==> src/rtl/dtse_pkg.sv <==
// ----------------------------------------------------------------------------
// dtse_pkg: shared definitions for the date/time set editor
// Operation and key codes, field widths, reset values and the month limit.
// ----------------------------------------------------------------------------
package dtse_pkg;

    // Field widths
    localparam int OP_W     = 2;
    localparam int KEY_W    = 3;
    localparam int YEAR_W   = 7;
    localparam int MONTH_W  = 4;
    localparam int LDAY_W   = 5;
    localparam int DAY_W    = 6;
    localparam int HOUR_W   = 5;
    localparam int MIN_W    = 6;
    localparam int SEL_W    = 3;
    localparam int PERIOD_W = 16;
    localparam int REG_W    = 8;   // calendar register width
    localparam int LIM_W    = 5;

    // Operation codes
    localparam logic [OP_W-1:0] OP_TICK = 2'd0;
    localparam logic [OP_W-1:0] OP_KEY  = 2'd1;
    localparam logic [OP_W-1:0] OP_LOAD = 2'd2;

    // Key codes
    localparam logic [KEY_W-1:0] KEY_MODE = 3'd1;
    localparam logic [KEY_W-1:0] KEY_NEXT = 3'd2;
    localparam logic [KEY_W-1:0] KEY_INC  = 3'd3;
    localparam logic [KEY_W-1:0] KEY_DEC  = 3'd4;

    // Field selector codes
    localparam logic [SEL_W-1:0] SEL_YEAR   = 3'd0;
    localparam logic [SEL_W-1:0] SEL_MONTH  = 3'd1;
    localparam logic [SEL_W-1:0] SEL_DAY    = 3'd2;
    localparam logic [SEL_W-1:0] SEL_HOUR   = 3'd3;
    localparam logic [SEL_W-1:0] SEL_MINUTE = 3'd4;
    localparam logic [SEL_W-1:0] SEL_SECOND = 3'd5;

    // Limits and reset values
    localparam logic [REG_W-1:0]    YEAR_MAX    = 8'd99;
    localparam logic [REG_W-1:0]    MONTH_MAX   = 8'd12;
    localparam logic [REG_W-1:0]    HOUR_MAX    = 8'd23;
    localparam logic [REG_W-1:0]    MINSEC_MAX  = 8'd59;
    localparam logic [REG_W-1:0]    REG_ALL_ONE = 8'd255;
    localparam logic [PERIOD_W-1:0] BLINK_RESET = 16'd700;

    // Days in a month; zero for a month code outside 1..12
    function automatic logic [LIM_W-1:0] month_limit(input logic [REG_W-1:0]  month,
                                                      input logic [YEAR_W-1:0] year);
        logic [LIM_W-1:0] lim;
        case (month)
            8'd1, 8'd3, 8'd5, 8'd7, 8'd8, 8'd10, 8'd12: lim = 5'd31;
            8'd4, 8'd6, 8'd9, 8'd11:                    lim = 5'd30;
            8'd2:    lim = (year[1:0] == 2'd0) ? 5'd29 : 5'd28;
            default: lim = 5'd0;
        endcase
        return lim;
    endfunction

endpackage

==> src/rtl/date_time_set_editor.sv <==
// ----------------------------------------------------------------------------
// date_time_set_editor: calendar set editor with blink timing
// Holds year/month/day/hour/minute/second, handles mode, field select,
// step up/down with per-field wrap and clamp, time loads and blink ticks.
// ----------------------------------------------------------------------------
//
//  channel | direction | handshake                | payload
//  --------+-----------+--------------------------+------------------------------
//  in      | input     | i_in_valid / o_in_ready  | op, key code, load fields
//  out     | output    | o_out_valid / i_out_ready| mode, select, blink, commit, time
//  cfg     | input     | i_cfg_we                 | blink period (16 bit)
//
//  One beat per cycle while the out channel is not stalled: each accepted beat
//  sets the calendar state registers, and its result is shown on the next cycle.
//  The in channel is ready whenever the result register is empty or being taken,
//  so a stalled out channel stalls the in channel with no loss.
//  Synchronous active-low reset: year 0, month 1, day 1, 00:00:00, display
//  mode, period 700.
// ----------------------------------------------------------------------------
module date_time_set_editor (
    input  logic                          i_clk,
    input  logic                          i_rst_n,
    // config
    input  logic                          i_cfg_we,
    input  logic [dtse_pkg::PERIOD_W-1:0] i_cfg_wdata,
    // input channel
    input  logic                          i_in_valid,
    output logic                          o_in_ready,
    input  logic [dtse_pkg::OP_W-1:0]     i_operation,
    input  logic [dtse_pkg::KEY_W-1:0]    i_key_code,
    input  logic [dtse_pkg::YEAR_W-1:0]   i_load_year,
    input  logic [dtse_pkg::MONTH_W-1:0]  i_load_month,
    input  logic [dtse_pkg::LDAY_W-1:0]   i_load_day,
    input  logic [dtse_pkg::HOUR_W-1:0]   i_load_hour,
    input  logic [dtse_pkg::MIN_W-1:0]    i_load_minute,
    input  logic [dtse_pkg::MIN_W-1:0]    i_load_second,
    // output channel
    output logic                          o_out_valid,
    input  logic                          i_out_ready,
    output logic                          o_edit_mode,
    output logic [dtse_pkg::SEL_W-1:0]    o_selected_field,
    output logic                          o_blink_on,
    output logic                          o_commit,
    output logic [dtse_pkg::YEAR_W-1:0]   o_out_year,
    output logic [dtse_pkg::MONTH_W-1:0]  o_out_month,
    output logic [dtse_pkg::DAY_W-1:0]    o_out_day,
    output logic [dtse_pkg::HOUR_W-1:0]   o_out_hour,
    output logic [dtse_pkg::MIN_W-1:0]    o_out_minute,
    output logic [dtse_pkg::MIN_W-1:0]    o_out_second
);
    import dtse_pkg::*;

    // State registers
    logic [PERIOD_W-1:0] r_period;
    logic [PERIOD_W-1:0] r_count,  n_count;
    logic                r_edit,   n_edit;
    logic [SEL_W-1:0]    r_sel,    n_sel;
    logic                r_blink,  n_blink;
    logic                r_commit, n_commit;
    logic                r_out_valid;
    logic [YEAR_W-1:0]   r_year,   n_year;
    logic [REG_W-1:0]    r_month,  n_month;
    logic [REG_W-1:0]    r_day,    n_day;
    logic [HOUR_W-1:0]   r_hour,   n_hour;
    logic [MIN_W-1:0]    r_minute, n_minute;
    logic [MIN_W-1:0]    r_second, n_second;

    logic                in_accept;
    logic [PERIOD_W:0]   count_inc;
    logic [REG_W-1:0]    s_year, s_month, s_day, s_hour, s_minute, s_second;
    logic [REG_W-1:0]    c_month;
    logic [YEAR_W-1:0]   c_year;
    logic [LIM_W-1:0]    lim;
    logic [REG_W-1:0]    lim_ext;

    assign o_in_ready = !r_out_valid || i_out_ready;
    assign in_accept  = i_in_valid && o_in_ready;
    assign count_inc  = {1'b0, r_count} + {{PERIOD_W{1'b0}}, 1'b1};

    // Step the selected field by one, up or down, in register width
    always_comb begin
        s_year   = {1'b0, r_year};
        s_month  = r_month;
        s_day    = r_day;
        s_hour   = {{(REG_W-HOUR_W){1'b0}}, r_hour};
        s_minute = {{(REG_W-MIN_W){1'b0}}, r_minute};
        s_second = {{(REG_W-MIN_W){1'b0}}, r_second};
        case (r_sel)
            SEL_YEAR:   s_year   = (i_key_code == KEY_INC) ? s_year + 8'd1   : s_year - 8'd1;
            SEL_MONTH:  s_month  = (i_key_code == KEY_INC) ? s_month + 8'd1  : s_month - 8'd1;
            SEL_DAY:    s_day    = (i_key_code == KEY_INC) ? s_day + 8'd1    : s_day - 8'd1;
            SEL_HOUR:   s_hour   = (i_key_code == KEY_INC) ? s_hour + 8'd1   : s_hour - 8'd1;
            SEL_MINUTE: s_minute = (i_key_code == KEY_INC) ? s_minute + 8'd1 : s_minute - 8'd1;
            SEL_SECOND: s_second = (i_key_code == KEY_INC) ? s_second + 8'd1 : s_second - 8'd1;
            default: ;
        endcase
    end

    // Year and month after their wrap, feeding the day limit
    always_comb begin
        if (i_key_code == KEY_INC) begin
            c_year  = (s_year > YEAR_MAX) ? 7'd0 : s_year[YEAR_W-1:0];
            c_month = (s_month > MONTH_MAX) ? 8'd1 : s_month;
        end else begin
            c_year  = (s_year == REG_ALL_ONE) ? YEAR_MAX[YEAR_W-1:0] : s_year[YEAR_W-1:0];
            c_month = (s_month == 8'd0) ? MONTH_MAX : s_month;
        end
    end

    assign lim     = month_limit(c_month, c_year);
    assign lim_ext = {{(REG_W-LIM_W){1'b0}}, lim};

    // Next state for one accepted beat
    always_comb begin
        n_count  = r_count;
        n_edit   = r_edit;
        n_sel    = r_sel;
        n_blink  = r_blink;
        n_commit = 1'b0;
        n_year   = r_year;
        n_month  = r_month;
        n_day    = r_day;
        n_hour   = r_hour;
        n_minute = r_minute;
        n_second = r_second;
        case (i_operation)
            OP_TICK: begin
                if (count_inc >= {1'b0, r_period}) begin
                    n_count = '0;
                    if (r_edit) n_blink = !r_blink;
                end else begin
                    n_count = count_inc[PERIOD_W-1:0];
                end
            end
            OP_KEY: begin
                if (i_key_code == KEY_MODE) begin
                    if (!r_edit) begin
                        n_edit = 1'b1;
                        n_sel  = SEL_YEAR;
                    end else begin
                        n_edit   = 1'b0;
                        n_commit = 1'b1;
                    end
                end else if (r_edit && i_key_code == KEY_NEXT) begin
                    n_sel = (r_sel == SEL_SECOND) ? SEL_YEAR : r_sel + 3'd1;
                end else if (r_edit && i_key_code == KEY_INC) begin
                    n_year   = c_year;
                    n_month  = c_month;
                    n_day    = (lim != 5'd0 && s_day > lim_ext) ? 8'd1 : s_day;
                    n_hour   = (s_hour > HOUR_MAX) ? 5'd0 : s_hour[HOUR_W-1:0];
                    n_minute = (s_minute > MINSEC_MAX) ? 6'd0 : s_minute[MIN_W-1:0];
                    n_second = (s_second > MINSEC_MAX) ? 6'd0 : s_second[MIN_W-1:0];
                end else if (r_edit && i_key_code == KEY_DEC) begin
                    n_year  = c_year;
                    n_month = c_month;
                    n_day   = s_day;
                    if (lim == 5'd31) begin
                        if (s_day == 8'd0) n_day = lim_ext;
                    end else if (lim != 5'd0) begin
                        if (s_day == 8'd0 || s_day > lim_ext) n_day = lim_ext;
                    end
                    n_hour   = (s_hour == REG_ALL_ONE) ? HOUR_MAX[HOUR_W-1:0]
                                                       : s_hour[HOUR_W-1:0];
                    n_minute = (s_minute == REG_ALL_ONE) ? MINSEC_MAX[MIN_W-1:0]
                                                         : s_minute[MIN_W-1:0];
                    n_second = (s_second == REG_ALL_ONE) ? MINSEC_MAX[MIN_W-1:0]
                                                         : s_second[MIN_W-1:0];
                end
            end
            OP_LOAD: begin
                if (!r_edit) begin
                    n_year   = i_load_year;
                    n_month  = {{(REG_W-MONTH_W){1'b0}}, i_load_month};
                    n_day    = {{(REG_W-LDAY_W){1'b0}}, i_load_day};
                    n_hour   = i_load_hour;
                    n_minute = i_load_minute;
                    n_second = i_load_second;
                end
            end
            default: ;
        endcase
    end

    // Register state on each accepted beat; hold the result while stalled
    always_ff @(posedge i_clk) begin
        if (!i_rst_n) begin
            r_period    <= BLINK_RESET;
            r_count     <= '0;
            r_edit      <= 1'b0;
            r_sel       <= SEL_YEAR;
            r_blink     <= 1'b0;
            r_commit    <= 1'b0;
            r_out_valid <= 1'b0;
            r_year      <= '0;
            r_month     <= 8'd1;
            r_day       <= 8'd1;
            r_hour      <= '0;
            r_minute    <= '0;
            r_second    <= '0;
        end else begin
            if (i_cfg_we) r_period <= i_cfg_wdata;
            if (in_accept) begin
                r_count  <= n_count;
                r_edit   <= n_edit;
                r_sel    <= n_sel;
                r_blink  <= n_blink;
                r_commit <= n_commit;
                r_year   <= n_year;
                r_month  <= n_month;
                r_day    <= n_day;
                r_hour   <= n_hour;
                r_minute <= n_minute;
                r_second <= n_second;
                r_out_valid <= 1'b1;
            end else if (i_out_ready) begin
                r_out_valid <= 1'b0;
            end
        end
    end

    // Drive the result beat from the state registers
    assign o_out_valid      = r_out_valid;
    assign o_edit_mode      = r_edit;
    assign o_selected_field = r_sel;
    assign o_blink_on       = r_blink && r_edit;
    assign o_commit         = r_commit;
    assign o_out_year       = r_year;
    assign o_out_month      = r_month[MONTH_W-1:0];
    assign o_out_day        = r_day[DAY_W-1:0];
    assign o_out_hour       = r_hour;
    assign o_out_minute     = r_minute;
    assign o_out_second     = r_second;

`ifndef SYNTHESIS
    a_commit_leaves_edit: assert property (@(posedge i_clk) disable iff (!i_rst_n)
        r_commit |-> !r_edit)
        else $error("commit raised while still in edit mode");

    a_sel_range: assert property (@(posedge i_clk) disable iff (!i_rst_n)
        r_sel <= SEL_SECOND)
        else $error("selected field out of range");

    a_load_ignored_in_edit: assert property (@(posedge i_clk) disable iff (!i_rst_n)
        in_accept && i_operation == OP_LOAD && r_edit |=>
        $stable(r_year) && $stable(r_month) && $stable(r_day) &&
        $stable(r_hour) && $stable(r_minute) && $stable(r_second))
        else $error("time load changed registers in edit mode");

    a_stall_holds_state: assert property (@(posedge i_clk) disable iff (!i_rst_n)
        r_out_valid && !i_out_ready |=> $stable(r_edit) && $stable(r_sel) &&
        $stable(r_count) && $stable(r_day))
        else $error("state advanced while result stalled");
`endif

endmodule
==> config.mk <==
export PLATFORM = sky130hd
export DESIGN_NAME = date_time_set_editor
export DESIGN_NICKNAME = d
export VERILOG_FILES = /design/src/rtl/dtse_pkg.sv /design/src/rtl/date_time_set_editor.sv
export SDC_FILE = /design/constraint.sdc
export NUM_CORES = 1
export LEC_CHECK = 0
export CAP_MARGIN = 20
export CORE_MARGIN = 2
export CORE_UTILIZATION = 30
export DETAILED_ROUTE_END_ITERATION = 12
export DONT_BUFFER_PORTS = 1
export SYNTH_ARGS = -nofsm -noshare
export SYNTH_HDL_FRONTEND = slang
export SYNTH_SLANG_ARGS = --single-unit
==> constraint.sdc <==
create_clock -name i_clk -period 7.5 [get_ports i_clk]
set_input_delay 0.75 -clock i_clk [delete_from_list [all_inputs] [get_ports i_clk]]
set_output_delay 0.75 -clock i_clk [all_outputs]
set_load 0.02 [all_outputs]
==> out/results.tsv <==
stage	metric	value	unit
floorplan	Die X	152.5	um
cells_and_area	layout cells sized above 1	7.358	%
floorplan	# IOs	101	
clock_tree	Sink Count	79	
worst_setup_path	Setup CP Type	primary input to register	
worst_setup_path	Crit path required time	7780	ps
grt	first-pass GRT wire length	32060	um
grt	total track usage	17.03	%
worst_setup_path	R2R depth	18	
grt	largest net degree at the start of global routing	45	
min_path	Hold Path Sink	r_period[14]	
clock_tree	PostCTS Resize Cnt	0	
grt	total grt overflow	0	
clock_tree	Clock Latency Late Sink	350	ps
sta	Fin. Hold Viols	0	
cells_and_area	utilization after layout	32.78	%
sta	WHS	488.6	ps
job	max-cap violations	0	
worst_setup_path	crit path launch type	primary input	
synth	multiplexer share of the synthesized area	3.386	%
place	number of I/O port buffers	0	
sta	Rel. slew slack	23.74	%
synth	post-synthesis xor/xnor area fraction	4.238	%
clock_tree	Root Driver	clkbuf_16	
place	GP Congestion	0.8641	
clock_tree	CTS Hold Buffers Added	0	
synth	Post-synth EDFFs	0	
synth	Syn Nets	963	
sta	RSZ-0062 raised after global routing	no	
synth	register area share after synthesis	23.91	%
clock_tree	number of setup buffers added after CTS	0	
cells_and_area	Seq. cell area	1582	um^2
place	DP Wirelength	14450	um
drt	initial DRC count	379	
pwr	pwr/cell area	162.6	nW/um^2
worst_setup_path	crit path max fanout	25	
worst_setup_path	crit path DAT	6010	ps
cells_and_area	Fillers	2332	
sta	Layout Skew	8.959	ps
floorplan	Row Count	54	
min_path	Worst Hold Class	register to register	
floorplan	Initial Util	30.40	%
synth	simple-gate area share of the yosys netlist	25.09	%
worst_setup_path	register-to-register setup slack	2430	ps
cells_and_area	Multi-input gate area	4621	um^2
pwr	Pleak	2.867	nW
min_path	worst hold path cell count	2	
pwr	Power Total	1.160	mW
grt	initial antenna violation count	3	
drt	Remaining DRCs	0	
clock_tree	H-Tree Depth	3	
drt	Via density	5.597	
grt	vias in the first global route	5882	
synth	Avg Cell Area, Syn	7.745	um^2
synth	compound-gate portion of the synthesized area	27.20	%
floorplan	Die Area	23250	um^2
drt	post-route antenna net violation count	0	
sta	Setup WS post-layout	1771	ps
sta	period utilization	76.39	%
worst_setup_path	worst reg2reg startpoint	r_month[0]	
synth	Yosys reg bits	79	
clock_tree	CTS clk-pin slew, worst paths	70	ps
sta	Max Slew Vio Count	0	
synth	adder-cell share of the synthesized area	9.799	%
synth	Synth top area share	23.91	%
min_path	Hold Crit Start	r_period[14]	
synth	Netlist Area Pre-Place	6614	um^2
floorplan	Core Area	21760	um^2
drt	Detailed Routing Iterations Pass 1	5	
clock_tree	CTS tree	built	
worst_setup_path	R2R Path End	r_day[5]	
drt	met2 wire len	8669	um
drt	Vias	6218	
place	worst slack, placed	1435	ps
synth	Synth area leaders	dfxtp_1 (24%), ha_1 (8.9%), nand2_1 (5.1%)	
sta	Slew @ Worst Pin	1141	ps
synth	main combinational cell family by area after synthesis	compound AO/OA/AOI/OAI gates	
clock_tree	TritonCTS Buffers	9	
synth	Cells after Synth	854	
sta	Setup TNS	0	ps
drt	Max Used Layer	met4	
drt	met3 WL	1190	um
synth	Yosys warning count	0	
sta	final setup vio count	0	
status	status	completed	
drt	routed len/inst	17.86	um
clock_tree	CTS max path bufs	2	
drt	WL final	19850	um
drt	Met1 Routed Length	9462	um
synth	Main synth FF type	dfxtp_1	
synth	Synth cell types	83	
floorplan	Die Ht	152.5	um
worst_setup_path	crit path capture type	register	
pwr	worst vdd ir	0.1091	mV
synth	cell taking the most area after synthesis	dfxtp_1	
synth	Async SR Flop Fraction	0	%
cells_and_area	Nets	933	
sta	highest clock rate	174.6	MHz
cells_and_area	area grow syn2layout	7.813	%
sta	fin crit period	5729	ps
## layout make-up
type | count | share of cell area [%]
multi-input cells | 682 | 64.80
flip-flops and latches | 79 | 22.18
well taps | 280 | 4.913
clock buffers | 13 | 3.650
inverters | 39 | 2.053
repair buffers | 13 | 1.421
clock inverters | 3 | 0.9124
diodes | 2 | 0.07019
## critical path: stages
cell,delay (ps)
nand3b_2,590
ha_1,600
a21o_1,240
a221oi_1,350
mux2i_1,190
a2111oi_4,440
nand3_1,180
or3_1,360
o21ai_0,170
ha_1,320
nor2b_1,140
o21a_1,170
o21a_1,160
o21a_1,160
o22ai_1,270
nand3_1,260
a2111oi_4,410
a22oi_1,110
o22ai_1,130
## where the power goes
| part | internal (mW) | total [mW] | switching, mW |
|---|---|---|---|
| sequential | 0.434 | 0.465 | 0.0314 |
| combinational | 0.0832 | 0.199 | 0.116 |
| clock | 0.310 | 0.495 | 0.185 |
## registers in the layout, summed over array words and instances, names as in the netlist, 3 cells and up
name	flops
r_day	8
o_selected_field	3
r_period	16
o_out_hour	5
o_out_second	6
r_count	16
o_out_minute	6
o_out_year	7
r_month	8
## cell usage after synthesis, drive strengths merged, types with 6 or more instances
master,instances
a2111oi,9
a211oi,11
a21o,14
a21oi,58
a221oi,7
a22o,9
a22oi,7
a31oi,9
a41oi,7
and2,8
and3,11
buf,23
clkbuf,31
dfxtp,79
ha,47
inv,39
mux2i,19
nand2,91
nand2b,12
nand3,33
nor2,68
nor3,17
nor3b,8
nor4,11
o211a,6
o211ai,15
o21a,9
o21ai,59
or2,8
or3,17
or4,6
xnor2,21
xor2,11
## placed cells by master (no fill, tap or decap), types with 4 or more instances in the layout
cell type,netlist,layout
xor2_1,11,11
nor4_1,11,11
or4_1,4,4
nor2b_1,5,4
nor3b_1,7,7
nand4_1,5,5
and2_1,8,8
a221oi_1,7,7
nand3_1,32,32
xnor2_1,21,21
or3_1,17,17
and3_1,10,10
nand3b_1,4,4
a21o_1,14,14
nor2_1,68,67
o211ai_1,15,15
clkbuf_16,0,9
nand2b_1,12,12
buf_4,10,12
a211oi_1,9,9
dfxtp_1,79,79
a41oi_1,6,6
o21a_1,9,9
nor3_1,17,16
a2111oi_0,7,7
or2_2,8,8
ha_1,47,47
mux2i_1,19,19
a22o_1,9,9
nand2_1,90,90
o211a_1,5,5
a31oi_1,8,8
a22oi_1,7,7
o21ai_0,58,58
a21boi_0,4,4
inv_1,38,38
a21oi_1,58,58
## layer usage
layer	global-route usage, %	vias up
li1	-	3094
met1	22.67	2931
met2	26.71	165
met3	3.925	28
met4	6.834	0
met5	0	-
## kinds of logic (layout without fill, tap and decap cells)
kind of cell	Yosys count	in the layout
AO/OA/AOI/OAI	258	258
AND/OR/NAND/NOR	320	320
flip-flops	79	79
buffers and inverters	93	68
XOR/XNOR	32	32
multiplexers	22	22
other	0	2
adder cells (fa/ha/maj)	50	50
## worst max path at each step
stage | cells after the start | start | to | slack, ps
global route | 19 | i_key_code[2] | r_day[5] | 1300
detailed placement | 19 | i_key_code[2] | r_day[7] | 1440
CTS | 19 | i_key_code[2] | r_day[5] | 1810
finish | 19 | i_key_code[2] | r_day[5] | 1770
floorplan | 21 | i_key_code[2] | r_day[5] | 1440
global placement | 19 | i_key_code[2] | r_day[5] | 1520
## per-stage QoR
stage / cell area (um^2) / cells
after global placement: 6782 / 1091
final: 7131 / 1111
after global routing: 7128 / 1110
after floorplan: 6614 / 854
after CTS: 7126 / 1109
after detailed placement: 6800 / 1093
Note: power is estimated with default switching activity, not from simulation.
